**src/rtl/srctok_pkg.sv**
```systemverilog
`timescale 1ns / 1ps
package srctok_pkg;

   localparam int DEFAULT_OFFSET_BITS = 16;
   localparam int KIND_BITS           = 5;
   localparam int RSP_DEPTH           = 4;
   localparam int RSP_PTR_BITS        = $clog2(RSP_DEPTH);
   localparam int RSP_CNT_BITS        = $clog2(RSP_DEPTH + 3);

   typedef logic [KIND_BITS-1:0] kind_type;

   localparam kind_type KIND_END     = 5'd0;
   localparam kind_type KIND_UNKNOWN = 5'd1;
   localparam kind_type KIND_ASSIGN  = 5'd2;
   localparam kind_type KIND_EQUAL   = 5'd3;
   localparam kind_type KIND_NOTEQ   = 5'd4;
   localparam kind_type KIND_STAR    = 5'd5;
   localparam kind_type KIND_SLASH   = 5'd6;
   localparam kind_type KIND_PERCENT = 5'd7;
   localparam kind_type KIND_GT      = 5'd8;
   localparam kind_type KIND_LT      = 5'd9;
   localparam kind_type KIND_MINUS   = 5'd10;
   localparam kind_type KIND_PLUS    = 5'd11;
   localparam kind_type KIND_COMMA   = 5'd12;
   localparam kind_type KIND_SEMI    = 5'd13;
   localparam kind_type KIND_LPAREN  = 5'd14;
   localparam kind_type KIND_RPAREN  = 5'd15;
   localparam kind_type KIND_LBRACE  = 5'd16;
   localparam kind_type KIND_RBRACE  = 5'd17;
   localparam kind_type KIND_LBRACK  = 5'd18;
   localparam kind_type KIND_RBRACK  = 5'd19;
   localparam kind_type KIND_INTEGER = 5'd20;
   localparam kind_type KIND_IDENT   = 5'd21;
   localparam kind_type KIND_FN      = 5'd22;
   localparam kind_type KIND_IF      = 5'd23;
   localparam kind_type KIND_LET     = 5'd24;
   localparam kind_type KIND_ELSE    = 5'd25;
   localparam kind_type KIND_PRINT   = 5'd26;
   localparam kind_type KIND_WHILE   = 5'd27;
   localparam kind_type KIND_RETURN  = 5'd28;

   localparam int KW_CHARS = 6;

   typedef enum logic [2:0] {
      MODE_IDLE,
      MODE_IDENT,
      MODE_INT,
      MODE_EQ,
      MODE_BANG
   } scan_mode_type;

   typedef logic [KW_CHARS-1:0][7:0] kw_chars_type;

   function automatic kind_type op_kind(input logic [7:0] c);
      kind_type k;
      case (c)
         "*":     k = KIND_STAR;
         "/":     k = KIND_SLASH;
         "%":     k = KIND_PERCENT;
         ">":     k = KIND_GT;
         "<":     k = KIND_LT;
         "-":     k = KIND_MINUS;
         "+":     k = KIND_PLUS;
         ",":     k = KIND_COMMA;
         ";":     k = KIND_SEMI;
         "(":     k = KIND_LPAREN;
         ")":     k = KIND_RPAREN;
         "{":     k = KIND_LBRACE;
         "}":     k = KIND_RBRACE;
         "[":     k = KIND_LBRACK;
         "]":     k = KIND_RBRACK;
         default: k = KIND_UNKNOWN;
      endcase
      return k;
   endfunction

   // len is valid only when short is set (identifier of at most six bytes)
   function automatic kind_type kw_kind(input logic short, input logic [2:0] len,
                                        input kw_chars_type ch);
      kind_type k;
      k = KIND_IDENT;
      if (short) begin
         case (len)
            3'd2: begin
               if (ch[0] == "f" && ch[1] == "n") k = KIND_FN;
               else if (ch[0] == "i" && ch[1] == "f") k = KIND_IF;
            end
            3'd3: begin
               if (ch[0] == "l" && ch[1] == "e" && ch[2] == "t") k = KIND_LET;
            end
            3'd4: begin
               if (ch[0] == "e" && ch[1] == "l" && ch[2] == "s" && ch[3] == "e")
                  k = KIND_ELSE;
            end
            3'd5: begin
               if (ch[0] == "p" && ch[1] == "r" && ch[2] == "i" && ch[3] == "n"
                   && ch[4] == "t")
                  k = KIND_PRINT;
               else if (ch[0] == "w" && ch[1] == "h" && ch[2] == "i" && ch[3] == "l"
                        && ch[4] == "e")
                  k = KIND_WHILE;
            end
            3'd6: begin
               if (ch[0] == "r" && ch[1] == "e" && ch[2] == "t" && ch[3] == "u"
                   && ch[4] == "r" && ch[5] == "n")
                  k = KIND_RETURN;
            end
            default: k = KIND_IDENT;
         endcase
      end
      return k;
   endfunction

endpackage

```
**src/rtl/srctok_req_if.sv**
```systemverilog
`timescale 1ns / 1ps
interface srctok_req_if;
   logic       valid;
   logic       ready;
   logic [7:0] char_byte;

   modport source (output valid, output char_byte, input ready);
   modport sink   (input valid, input char_byte, output ready);
endinterface

```
**src/rtl/srctok_rsp_if.sv**
```systemverilog
`timescale 1ns / 1ps
interface srctok_rsp_if #(
   parameter int OFFSET_BITS = srctok_pkg::DEFAULT_OFFSET_BITS
);
   logic                         valid;
   logic                         ready;
   logic [srctok_pkg::KIND_BITS-1:0] token_kind;
   logic [OFFSET_BITS-1:0]       start_offset;
   logic [OFFSET_BITS-1:0]       token_length;
   logic [OFFSET_BITS-1:0]       line_number;
   logic                         last_of_run;

   modport source (output valid, output token_kind, output start_offset,
                   output token_length, output line_number, output last_of_run,
                   input ready);
   modport sink   (input valid, input token_kind, input start_offset,
                   input token_length, input line_number, input last_of_run,
                   output ready);
endinterface

```
**src/rtl/source_tokenizer_top.sv**
```systemverilog
`timescale 1ns / 1ps
// Channel   Dir  Payload                                               Per request
// req       in   char_byte[7:0]                                        one source byte
// rsp       out  token_kind, start_offset, token_length, line_number,  one token
//                last_of_run
//
// A byte is registered, tokenized in the next cycle and its 0..2 tokens are
// written into a 4-entry output queue; rsp.valid follows the registered queue
// count. One byte per cycle while req.ready stays high. req.ready is low while
// queued tokens plus those of the byte in flight exceed two, so a byte that
// closes one token and emits another stalls the next request while a token is
// still queued. Reset is synchronous: line 1, offset 0, between tokens; a zero
// byte ends the text and restores that same state.
module source_tokenizer_top #(
   parameter int OFFSET_BITS = srctok_pkg::DEFAULT_OFFSET_BITS
) (
   input  logic         clock,
   input  logic         reset,
   srctok_req_if.sink   req,
   srctok_rsp_if.source rsp
);

   localparam int PB = srctok_pkg::RSP_PTR_BITS;
   localparam int CB = srctok_pkg::RSP_CNT_BITS;

   typedef struct packed {
      srctok_pkg::kind_type   kind;
      logic [OFFSET_BITS-1:0] start;
      logic [OFFSET_BITS-1:0] len;
      logic [OFFSET_BITS-1:0] line;
      logic                   last;
   } token_type;

   function automatic logic [OFFSET_BITS-1:0] sat_inc(input logic [OFFSET_BITS-1:0] x);
      return (x == '1) ? x : x + 1'b1;
   endfunction

   logic                      in_valid_ff;
   logic [7:0]                in_byte_ff;
   srctok_pkg::scan_mode_type mode_ff, mode_in;
   logic [OFFSET_BITS-1:0]    start_ff, start_in;
   logic [OFFSET_BITS-1:0]    offset_ff, offset_in;
   logic [OFFSET_BITS-1:0]    line_ff, line_in;
   logic [OFFSET_BITS-1:0]    len_ff, len_in;
   logic [7:0]                kw_ff [srctok_pkg::KW_CHARS];
   logic                      kw_we;
   logic [2:0]                kw_idx;
   srctok_pkg::kw_chars_type  kw_chars;

   token_type                 res_a, res_b;
   logic                      push_a, push_b;
   logic [1:0]                npush;

   token_type                 q_ff [srctok_pkg::RSP_DEPTH];
   logic [PB-1:0]             wr_ff, rd_ff;
   logic [CB-1:0]             count_ff;
   logic                      pop;
   logic                      accept;
   logic                      fresh;
   logic [7:0]                c;

   assign accept    = req.valid && req.ready;
   assign req.ready = (count_ff + CB'(npush)) <= CB'(srctok_pkg::RSP_DEPTH - 2);

   always_ff @(posedge clock) begin
      if (reset) begin
         in_valid_ff <= 1'b0;
      end else begin
         in_valid_ff <= accept;
      end
      if (accept) begin
         in_byte_ff <= req.char_byte;
      end
   end

   always_comb begin
      for (int i = 0; i < srctok_pkg::KW_CHARS; i++) begin
         kw_chars[i] = kw_ff[i];
      end
   end

   assign c = in_byte_ff;

   always_comb begin
      mode_in   = mode_ff;
      start_in  = start_ff;
      offset_in = offset_ff;
      line_in   = line_ff;
      len_in    = len_ff;
      kw_we     = 1'b0;
      kw_idx    = len_ff[2:0];
      push_a    = 1'b0;
      push_b    = 1'b0;
      fresh     = 1'b1;
      res_a     = '{kind: srctok_pkg::KIND_IDENT, start: start_ff, len: len_ff,
                    line: line_ff, last: 1'b0};
      res_b     = '{kind: srctok_pkg::KIND_END, start: offset_ff, len: '0,
                    line: line_ff, last: 1'b1};

      if (in_valid_ff) begin
         // close out or extend the pending token
         case (mode_ff)
            srctok_pkg::MODE_IDENT: begin
               if (c inside {[8'h61:8'h7a], [8'h41:8'h5a], 8'h5f}) begin
                  kw_we  = len_ff < OFFSET_BITS'(srctok_pkg::KW_CHARS);
                  len_in = sat_inc(len_ff);
                  fresh  = 1'b0;
               end else begin
                  push_a     = 1'b1;
                  res_a.kind = srctok_pkg::kw_kind(
                     len_ff <= OFFSET_BITS'(srctok_pkg::KW_CHARS), len_ff[2:0], kw_chars);
               end
            end
            srctok_pkg::MODE_INT: begin
               if (c inside {[8'h30:8'h39]}) begin
                  len_in = sat_inc(len_ff);
                  fresh  = 1'b0;
               end else begin
                  push_a     = 1'b1;
                  res_a.kind = srctok_pkg::KIND_INTEGER;
               end
            end
            srctok_pkg::MODE_EQ: begin
               push_a = 1'b1;
               if (c == "=") begin
                  res_a.kind = srctok_pkg::KIND_EQUAL;
                  res_a.len  = OFFSET_BITS'(2);
                  fresh      = 1'b0;
               end else begin
                  res_a.kind = srctok_pkg::KIND_ASSIGN;
                  res_a.len  = OFFSET_BITS'(1);
               end
            end
            srctok_pkg::MODE_BANG: begin
               push_a = 1'b1;
               if (c == "=") begin
                  res_a.kind = srctok_pkg::KIND_NOTEQ;
                  res_a.len  = OFFSET_BITS'(2);
                  fresh      = 1'b0;
               end else begin
                  res_a.kind = srctok_pkg::KIND_UNKNOWN;
                  res_a.len  = OFFSET_BITS'(1);
               end
            end
            default: begin
            end
         endcase

         if (push_a || !(mode_ff == srctok_pkg::MODE_IDENT || mode_ff == srctok_pkg::MODE_INT))
            mode_in = srctok_pkg::MODE_IDLE;

         offset_in = sat_inc(offset_ff);

         if (fresh) begin
            if (c == 8'h00) begin
               push_b    = 1'b1;
               mode_in   = srctok_pkg::MODE_IDLE;
               start_in  = '0;
               offset_in = '0;
               line_in   = OFFSET_BITS'(1);
               len_in    = '0;
            end else if (c inside {8'h20, [8'h09:8'h0d]}) begin
               if (c == 8'h0a) line_in = sat_inc(line_ff);
            end else if (c inside {[8'h61:8'h7a], [8'h41:8'h5a]}) begin
               mode_in  = srctok_pkg::MODE_IDENT;
               start_in = offset_ff;
               len_in   = OFFSET_BITS'(1);
               kw_we    = 1'b1;
               kw_idx   = 3'd0;
            end else if (c inside {[8'h30:8'h39]}) begin
               mode_in  = srctok_pkg::MODE_INT;
               start_in = offset_ff;
               len_in   = OFFSET_BITS'(1);
            end else if (c == "=") begin
               mode_in  = srctok_pkg::MODE_EQ;
               start_in = offset_ff;
            end else if (c == "!") begin
               mode_in  = srctok_pkg::MODE_BANG;
               start_in = offset_ff;
            end else begin
               push_b      = 1'b1;
               res_b.kind  = srctok_pkg::op_kind(c);
               res_b.len   = OFFSET_BITS'(1);
            end
         end
      end
      res_a.last = !push_b;
      npush      = {1'b0, push_a} + {1'b0, push_b};
   end

   always_ff @(posedge clock) begin
      if (reset) begin
         mode_ff   <= srctok_pkg::MODE_IDLE;
         start_ff  <= '0;
         offset_ff <= '0;
         line_ff   <= OFFSET_BITS'(1);
         len_ff    <= '0;
      end else begin
         mode_ff   <= mode_in;
         start_ff  <= start_in;
         offset_ff <= offset_in;
         line_ff   <= line_in;
         len_ff    <= len_in;
      end
      if (kw_we) begin
         kw_ff[kw_idx] <= c;
      end
   end

   // output queue
   assign pop = rsp.valid && rsp.ready;

   always_ff @(posedge clock) begin
      if (reset) begin
         wr_ff    <= '0;
         rd_ff    <= '0;
         count_ff <= '0;
      end else begin
         wr_ff    <= wr_ff + PB'(npush);
         rd_ff    <= rd_ff + PB'(pop);
         count_ff <= count_ff + CB'(npush) - CB'(pop);
      end
      if (push_a) begin
         q_ff[wr_ff] <= res_a;
      end
      if (push_b) begin
         q_ff[wr_ff + PB'(push_a)] <= res_b;
      end
   end

   assign rsp.valid        = count_ff != '0;
   assign rsp.token_kind   = q_ff[rd_ff].kind;
   assign rsp.start_offset = q_ff[rd_ff].start;
   assign rsp.token_length = q_ff[rd_ff].len;
   assign rsp.line_number  = q_ff[rd_ff].line;
   assign rsp.last_of_run  = q_ff[rd_ff].last;

   a_count_bound: assert property (@(posedge clock) disable iff (reset)
      count_ff <= CB'(srctok_pkg::RSP_DEPTH))
      else $error("output queue overflow");

   a_room_for_byte: assert property (@(posedge clock) disable iff (reset)
      in_valid_ff |-> count_ff <= CB'(srctok_pkg::RSP_DEPTH - 2))
      else $error("byte in flight without room for two tokens");

   a_end_restores: assert property (@(posedge clock) disable iff (reset)
      (in_valid_ff && in_byte_ff == 8'h00) |=>
         (offset_ff == '0 && line_ff == OFFSET_BITS'(1)
          && mode_ff == srctok_pkg::MODE_IDLE))
      else $error("end of text did not restore initial state");

   a_end_is_last: assert property (@(posedge clock) disable iff (reset)
      (rsp.valid && rsp.token_kind == srctok_pkg::KIND_END) |-> rsp.last_of_run)
      else $error("end token not marked last");

   a_line_nonzero: assert property (@(posedge clock) disable iff (reset)
      line_ff != '0)
      else $error("line count reached zero");

endmodule
```
**src/flat_wrapper.sv**
```systemverilog
// flat-port wrapper written by rule: the top's interface ports become plain ports
module source_tokenizer_top_flat 
#(
   parameter int OFFSET_BITS = srctok_pkg::DEFAULT_OFFSET_BITS
)
  (clock, reset, req_valid, req_char_byte, req_ready, rsp_valid, rsp_token_kind, rsp_start_offset, rsp_token_length, rsp_line_number, rsp_last_of_run, rsp_ready);
  srctok_req_if req_i ();
  srctok_rsp_if #(.OFFSET_BITS(OFFSET_BITS)) rsp_i ();
  input  logic clock;
  input  logic reset;
  input wire logic [$bits(req_i.valid)-1:0] req_valid;
  input wire logic [$bits(req_i.char_byte)-1:0] req_char_byte;
  output wire logic [$bits(req_i.ready)-1:0] req_ready;
  output wire logic [$bits(rsp_i.valid)-1:0] rsp_valid;
  output wire logic [$bits(rsp_i.token_kind)-1:0] rsp_token_kind;
  output wire logic [$bits(rsp_i.start_offset)-1:0] rsp_start_offset;
  output wire logic [$bits(rsp_i.token_length)-1:0] rsp_token_length;
  output wire logic [$bits(rsp_i.line_number)-1:0] rsp_line_number;
  output wire logic [$bits(rsp_i.last_of_run)-1:0] rsp_last_of_run;
  input wire logic [$bits(rsp_i.ready)-1:0] rsp_ready;
  assign req_i.valid = req_valid;
  assign req_i.char_byte = req_char_byte;
  assign req_ready = req_i.ready;
  assign rsp_valid = rsp_i.valid;
  assign rsp_token_kind = rsp_i.token_kind;
  assign rsp_start_offset = rsp_i.start_offset;
  assign rsp_token_length = rsp_i.token_length;
  assign rsp_line_number = rsp_i.line_number;
  assign rsp_last_of_run = rsp_i.last_of_run;
  assign rsp_i.ready = rsp_ready;
  source_tokenizer_top #(.OFFSET_BITS(OFFSET_BITS)) u_core (.clock(clock), .reset(reset), .req(req_i), .rsp(rsp_i));
endmodule
```
**config.mk**
```make
export PLATFORM = sky130hd
export DESIGN_NAME = source_tokenizer_top_flat
export DESIGN_NICKNAME = d
export VERILOG_FILES = /design/src/rtl/srctok_pkg.sv /design/src/rtl/srctok_req_if.sv /design/src/rtl/srctok_rsp_if.sv /design/src/rtl/source_tokenizer_top.sv /design/src/flat_wrapper.sv
export SDC_FILE = /design/constraint.sdc
export NUM_CORES = 1
export LEC_CHECK = 0
export ABC_CLOCK_PERIOD_IN_PS = 4600
export BUFFER_PORTS_ARGS = -buffer_cell sky130_fd_sc_hd__buf_2
export CORE_MARGIN = 2
export CORE_UTILIZATION = 55
export DETAILED_ROUTE_END_ITERATION = 6
export GPL_ROUTABILITY_DRIVEN = 0
export GPL_TIMING_DRIVEN = 0
export PLACE_DENSITY = 0.79
export SYNTH_ARGS = -nofsm -noshare
export SYNTH_HDL_FRONTEND = slang
export SYNTH_SLANG_ARGS = --single-unit
```
**constraint.sdc**
```tcl
create_clock -name clock -period 4.6 [get_ports clock]
set_input_delay 0.92 -clock clock [delete_from_list [all_inputs] [get_ports clock]]
set_output_delay 0.92 -clock clock [all_outputs]
set_load 0.01 [all_outputs]
```
==> results of run 1 <==
==> how the worst min path moves through the flow <==
stage / startpoint / end / slack, ns / cells after the start
after floorplan: u_core.q_ff[2][19] / u_core.q_ff[2][19] / 0.43 / 2
after global placement: u_core.q_ff[0][29] / u_core.q_ff[0][29] / 0.44 / 2
after detailed placement: u_core.q_ff[2][31] / u_core.q_ff[2][31] / 0.44 / 2
after CTS: u_core.q_ff[2][31] / u_core.q_ff[2][31] / 0.45 / 2
after global routing: u_core.q_ff[3][30] / u_core.q_ff[3][30] / 0.47 / 2
final: u_core.q_ff[3][26] / u_core.q_ff[3][26] / 0.45 / 2
==> sequential cells by signal, indices dropped and copies added, names as in the netlist <==
name / cells
u_core.count_ff: 3
u_core.len_ff: 16
u_core.offset_ff: 16
u_core.line_ff: 16
u_core.kw_ff: 48
u_core.c: 8
u_core.in_valid_ff: 1
u_core.start_ff: 16
u_core.q_ff: 216
u_core.rd_ff: 2
u_core.wr_ff: 2
u_core.mode_ff: 3
==> cells in the final DEF, fill, tap and decap left out, types with 5 or more instances in the layout <==
cell	n
a211oi_1	10
a21oi_1	104
a22o_1	67
a31oi_1	9
and2_1	33
and3_1	8
and3b_1	6
and4_1	8
buf_1	5
buf_2	93
buf_4	37
buf_6	7
clkbuf_1	68
clkbuf_16	36
dfxtp_1	139
edfxtp_1	208
ha_1	12
inv_1	23
mux2i_1	16
mux4_2	54
nand2_1	182
nand2b_1	7
nand3_1	24
nand3b_1	6
nand4_1	29
nor2_1	100
nor2b_1	42
nor3_1	14
nor3b_1	5
nor4_1	11
o211ai_1	8
o21ai_0	32
o22ai_1	18
or3_1	17
xnor2_1	19
xor2_1	12
==> cell type report <==
type	instances	share of cell area (%)
sequential	347	48.1
multi-input combinational	958	36.6
clock buffer	55	5.39
timing repair buffer	98	3.22
buffer	102	2.70
tap	390	2.60
clock inverter	11	0.899
inverter	27	0.539
==> metal layers <==
metal	vias up	track usage (%)
met5	-	0
met4	0	11.5
met3	125	4.32
met2	636	43.7
met1	6019	33.8
li1	5642	-
==> worst min-delay path: cells and delay by family, from the launching register on <==
family           cells  cell delay [ns]
AO/OA/AOI/OAI        1             0.05
flip-flops           1             0.31
AND/OR/NAND/NOR      1             0.05
==> timing repair <==
action                     in CTS  in global routing
cloned                          0                  0
setup buffers                  17                 11
gates resized for setup         2                 21
setup endpoints to repair       1                  1
pin swaps                       2                  7
==> power groups by stage <==
stage	clock, mW	combinational (mW)	sequential [mW]
final	2.92	1.95	3.63
after CTS	2.94	1.89	3.63
after global placement	0	1.74	3.71
after global routing	3.06	2.10	3.65
after detailed placement	0	1.79	3.72
after floorplan	0	1.22	3.67
==> cell families after synthesis <==
logic type | Yosys count | synth area share [%]
buffers and inverters | 130 | 3.65
AOI/OAI and AO/OA | 307 | 12.9
adders and majority gates | 15 | 1.19
DFF | 347 | 55.0
xor gates and xnor gates | 32 | 1.71
muxes | 70 | 8.38
and+or+nand+nor | 534 | 17.2
==> results summary, run 1 <==
Across the whole layout, storage elements account for 9030 µm². The critical path is of the reg2out type. Across the VDD grid, the largest voltage drop is between 300 and 400 µV. For this design the ratio of total power to cell area is approximately 450 nW/µm². The clock reaches the later pin of the worst-skew pair after 0.54 ns.

The final layout contains 1597 nets. After clock tree synthesis, the flow added hold-fix buffers numbering 0. The classification of the worst-slack hold path is reg2reg. The die outline height is 177 µm. The total iterations of the first detailed-routing run came out at 5.

The share of total power dissipated in combinational logic is 22.9%. The worst endpoint required time is ~3.7 ns. Summing all multi-input logic gate instances after layout gives 6880 µm².

The post-placement cell count is 1895. Setup total negative slack on the finished layout was measured at 0 ns. The routed via count divided by cell count came out at 6.25. The per-cell routed wire length is 20.7 µm. For this block, the initial DRC count from the detailed router was around 1300. The total count of max-transition violations in the final report is 0. Detailed routing placed a total of 3300 µm of wire on met3. The post-synth design cell area is 16400 µm². The cell area after layout is 18800 µm². The x dimension of the die is 177 µm. The half-perimeter wire length after detailed placement is 27500 µm. Setup violations remaining at the end of the flow were counted as 0. The number of global-route vias before repair came out at 12000. The area of the placeable core is 29600 µm². The number of primary I/O pins came out at 68. The net count after synthesis is 1462. The worst setup path is captured at an output port.

By count the netlist is led by 208 x edfxtp_1, 182 x nand2_1, 139 x dfxtp_1. The TritonCTS clock tree is done. The global-route wire length before repair is ~64000 µm. The post-synthesis cell type count came out at 88. The post-synthesis instance total is 1435. The proportion of total power due to net switching is between 20 and 30%.

The number of hold violations in the final report is 0. For this run, the number of standard cells in the final layout without fillers is between 1500 and 2000. The final critical delay including setup and external delays came out at 4.57 ns. The number of nets with antenna violations after detailed routing came out at 0. The slack of the worst reg-to-reg path is between 0.3 and 0.4 ns.

In this run, CTS created clock tree buffers numbering 36. The top fanout value on the critical path came out at 8. The clock network fraction of total power is 34.3%. The final critical path takes up 99.3% of the cycle. The cell type contributing the most total cell area after synthesis is edfxtp_1. For the worst setup path, the data arrival time is 3.65 ns. The run finished with clean final reports. The maximum clock insertion buffer count is 3. The number of antenna diodes in the final layout is 0. The share of the synthesized area in the top cell type came out at 38.0%. The routed layout has 12400 vias. On the critical path, the stage with the largest delay is an instance of or4b_2.

In this run the clock root is driven by a clkbuf_16. The initial antenna violation count is 0. The tool flagged a number of max-cap violations equal to 0. The die covers roughly 31000 µm². The worst clock skew is roughly 0.014 ns. The endpoint identified for the worst register-to-register timing path is u_core.q_ff[0][45].

The number of sinks on the clock net came out at 347. After global routing the overflow that remains totals 0. The timing endpoint of the critical path is req_ready.

The row count is 63. Global routing used 26.2% of the available tracks. The async set or reset register ratio after synthesis is 0%.

The logic depth of the worst register-to-register path came out at 14. The most instantiated flip-flop cell in the synthesis netlist is edfxtp_1. The number of buffers and inverters on the critical path is 4. The highest attainable clock frequency is 0.219 GHz.

The number of remaining DRC errors is 0. For the pin with the worst max-slew slack, the measured transition is 1.14 ns. The relative slew slack came out at a little under a quarter. The number of warnings printed during yosys synthesis is 0. The detailed route wirelength on metal2 is between 20000 and 25000 µm.

The largest net degree at the start of global routing came out at 48. Compared with the post-synthesis result, the final layout area differs by 14.3%. The per-instance average area after synthesis is 11.4 µm². On the critical path the largest part of the delay comes from adder cells.

The sequential power share came out at 42.7%. The final core area utilization is 63.6%. After clock tree synthesis, the clock-pin slew on the worst setup and hold paths is 0.06 ns. The total internal power came out at 6.04 mW. The standby leakage power came out at 6.50 nW.

After layout, the design draws a total of 8.50 mW. The number of input and output port buffers inserted is 67. The analysis attributes to net switching a power of 2.45 mW.

Traced cell by cell, the critical path runs through buf_4, or4b_2, o22ai_2, a211o_1, a211oi_4, ha_4, ha_4, inv_2, fa_2, inv_2, a21oi_2, buf_2. The delay of the slowest critical-path stage is around 0.68 ns. The ratio of cells with drive above 1 in the final layout is 18.6%. The critical path runs through a total of 12 cells.

The hold slack came out at 0.453 ns. By area the synthesized netlist is led by edfxtp_1 38%, dfxtp_1 17%, mux4_2 7.4%. The routed metal-1 wirelength came out at 16100 µm. The worst setup path is launched from a flop.

The cell with the most instances after synthesis is edfxtp_1. Setup slack on the critical path of the routed design comes to 0.0315 ns. Setup repair after global routing could not meet its margin everywhere. After detailed routing, no signal wire sits above met4.

The starting density of the core is 55.6%. Tracing the worst setup path back leads to its startpoint at u_core.c[3]. The total placed instance area is 17300 µm². The number of flops mapped to enable cells by yosys came out at 208. The number of filler instances in the final layout came out at 2228. For this block, the routed nets add up to 41200 µm of wire. The depth of the CTS H-tree came out at 2. The register area share after synthesis is between 50% and 60%. Before CTS, the worst setup slack after placement is 0.119 ns.

The synthesized design contains 347 register bits. The startpoint identified for the worst register-to-register timing path is u_core.c[1].
Note: power is estimated with default switching activity, not from simulation.
==> inputs of run 2 (changes only) <==
ABC_AREA = 1   (was default)
RECOVER_POWER = 25   (was default)
==> results summary, run 2 <==
At the worst endpoint, the required time is 3.68 ns. In this design, the largest share of critical-path delay is due to adder cells. The number of CTS-inserted buffers is 37. The run finished with clean final reports. Each instance of the synthesized netlist takes up on average 7.99 µm².

Together, buffers and inverters on the worst path number 5. STA puts the critical path data arrival time at 3.59 ns. Timing analysis after detailed placement gives a worst setup slack of 0.369 ns. The most common cell type on the critical path is inv_1. The die covers 33700 µm². The hold slack came out at 0.487 ns. The total iterations of the first detailed-routing run is 6.

Among all stages on the critical path, the largest delay is contributed by fa_1. The flip-flop count of the largest register after layout is around 220. Entering global routing, the biggest net connects 39 pins. The final cell count without fillers came out at between 2000 and 3000. The starting density of the core is approximately 56%. The number of primary I/O pins came out at 68.

The post-synthesis cell type count is 47. The total area inside the core boundary comes to 31600 µm². The total count of max-transition violations in the final report came out at 0. The worst voltage drop across the vdd grid came out at 469 µV. The total power divided by cell area is 446 nW/µm².

The register bank with the most flops is u_core.q_ff. The per-cell routed wire length is about 17 µm. For this run, the leading register cell type out of synthesis is edfxtp_1. The commonest cells after synthesis are 585 x nand2_1, 351 x nor2_1, 233 x inv_1. The switching power summed over all nets is 3.02 mW. The final critical path takes up 98.1% of the cycle. The global-route wire length before repair came out at 75700 µm. The share of the synthesized area in the top cell type came out at between 30% and 40%. The number of filler instances in the final layout is around 2700. The max capacitance violation total is 0. The signal on the critical path passes through inv_1, nand2_2, nor2_4, nand2_2, nand2_1, nand2_1, inv_2, nand3_4, nand2_4, nor2_8, ha_2, ha_1, inv_1, fa_1, inv_1, a21oi_2, buf_2. The number of input and output port buffers inserted came out at 66. The number of hold violations in the final report came to 0. The number of setup violations in the final report is 0. The die is 184 µm tall. Of the cells placed in the final design, the portion with a size suffix greater than 1 is 11.0%. STA classifies the critical path endpoint as an output port. The number of global-route vias before repair was 15000. The post-placement cell count came out at between 2000 and 3000. Yosys attributes the largest share of cell area to edfxtp_1 35%, dfxtp_1 16%, nand2_1 12%. The post-synthesis instance total is approximately 2200. The relative slew slack came out at between 30% and 40%.

Measured along the x axis, the die boundary spans 184 µm. The clock latency of the later-clocked register in the worst-skew pair came out at 0.53 ns. Counting flops and latches in the post-synthesis netlist gives 347. The post-synth design cell area came out at 17800 µm². The highest attainable clock frequency is between 0.2 and 0.25 GHz. Counting flops with a built-in enable in the synthesized netlist gives 208. The clock root buffer master is clkbuf_16. Summed over all layers, the routed wires come to 47600 µm. In this design, the stage delay of the slowest critical-path cell is 0.54 ns. The HPWL after detailed placement is 33600 µm. The clock network fraction of total power came out at 31.6%.

Internal power comes to 5.86 mW. The net count after synthesis is 2250. The async set or reset register ratio after synthesis came out at 0%. The standby leakage power is roughly 8.1 nW. The cell type contributing the most total cell area after synthesis is edfxtp_1.

The worst path meets setup with 0.0867 ns of slack. The sequential power share is around 41%. The relative area change from synthesis to final layout is 12.3%. For this run, the number of Yosys warnings is 0.

The setup TNS is 0 ns. The number of nets with antenna violations after detailed routing came out at 0. The initialized floorplan defines 65 standard-cell rows. The number of buffers added to fix hold violations after cts came out at 0. The number of remaining DRC errors is 0. The aggregate global routing overflow is 0.

Of the synthesized area, sequential elements account for 50.9%. For this block, the initial DRC count from the detailed router was ~1800. The initial antenna violation count came out at 0. The share of power burned in combinational logic is 27.6%. The number of sinks on the clock net is 347. The worst clock skew came out at 0.0180 ns. The critical path is of the reg2out type. The routed via count divided by cell count came out at 5.64.

The final core area utilization is 63.0%. The actual slew at the worst max-slew pin came out at 1.03 ns. The repair_antennas step left the layout with diodes totalling 0. TritonCTS built the clock tree. The nature of the critical path startpoint is a flop. The clock tree synthesis step divided the H-tree into 2 levels. The final critical delay including setup and external delays is about 4.5 ns. The final net count is 2377. The proportion of total power due to net switching is 34.0%. The maximum clock insertion buffer count is 3. The total number of vias is 15700.

The total global-route track usage came out at between 20 and 30%. The cell with the most instances after synthesis is nand2_1. The clock-pin slew on the worst setup and hold paths is 0.06 ns. The classification of the worst-slack hold path is reg2reg. The top fanout value on the critical path came out at 7. In the final layout, the registers with the most flip-flops are u_core.q_ff: 216 flops, u_core.kw_ff: 48 flops. The most common cell after layout, fill and taps aside is nand2_1.

In the layout the commonest cells are 582 x nand2_1, 350 x nor2_1, 230 x inv_1.
run 2: what timing repair did:
item	CTS	global route
setup buffers	13	8
pin swaps	0	5
gates resized for setup	0	13
endpoints found under the setup margin	1	1
run 2: worst reg2reg max path, delay by kind of cell (launching register included):
kind | cells | cell delay [ns]
adders and majority gates | 1 | 0.18
and+or+nand+nor | 11 | 1.50
DFF | 1 | 0.51
buffers and inverters | 5 | 1.52
run 2: area by class of cell:
type                       count  area (µm²)  area share (%)
buffer                        97         534            2.68
clock buffer                  54        1050            5.27
clock inverter                14        97.6           0.490
inverter                     247         937            4.70
multi-input combinational   1532        7280            36.6
sequential                   347        9030            45.3
tap                          402         503            2.52
timing repair buffer          88         493            2.47
run 2: per-layer routing:
layer	wire (µm)	vias to the layer above	global-route usage (%)
li1	-	7535	-
met1	19900	7301	37.4
met2	22200	750	46.6
met3	4380	102	5.59
met4	1120	0	8.54
met5	0	-	0
run 2: kinds of logic after synthesis:
family,synth area share (%)
AND/OR/NAND/NOR,27.8
AO/OA/AOI/OAI,11.1
flip-flops,50.9
buffers and inverters,8.27
XOR/XNOR,0.888
adder cells (fa/ha/maj),1.10
run 2: final timing paths:
path                                          from                  to  slack (ns)  cells past startpoint
worst max-delay path                   u_core.c[1]           req_ready        0.09                     17
worst min-delay path            u_core.line_ff[15]  u_core.line_ff[15]        0.49                      2
worst min register to register  u_core.line_ff[15]  u_core.line_ff[15]        0.49                      2
worst max register to register         u_core.c[1]  u_core.q_ff[3][50]        0.49                     17
run 2: power groups by stage:
stage / Clock (mW) / Combinational [mW] / Sequential [mW]
2_1_floorplan: 0 / 1.43 / 3.67
3_3_place_gp: 0 / 2.25 / 3.72
3_5_place_dp: 0 / 2.32 / 3.72
4_1_cts: 2.84 / 2.41 / 3.62
5_1_grt: 2.98 / 2.67 / 3.64
6_report: 2.81 / 2.45 / 3.63
run 2: through the flow:
stage / cell area (µm²) / total power [mW]
after floorplan: 17800 / 5.11
after global placement: 18600 / 5.97
after detailed placement: 18600 / 6.04
after CTS: 19900 / 8.86
after global routing: 19900 / 9.29
final: 19900 / 8.88
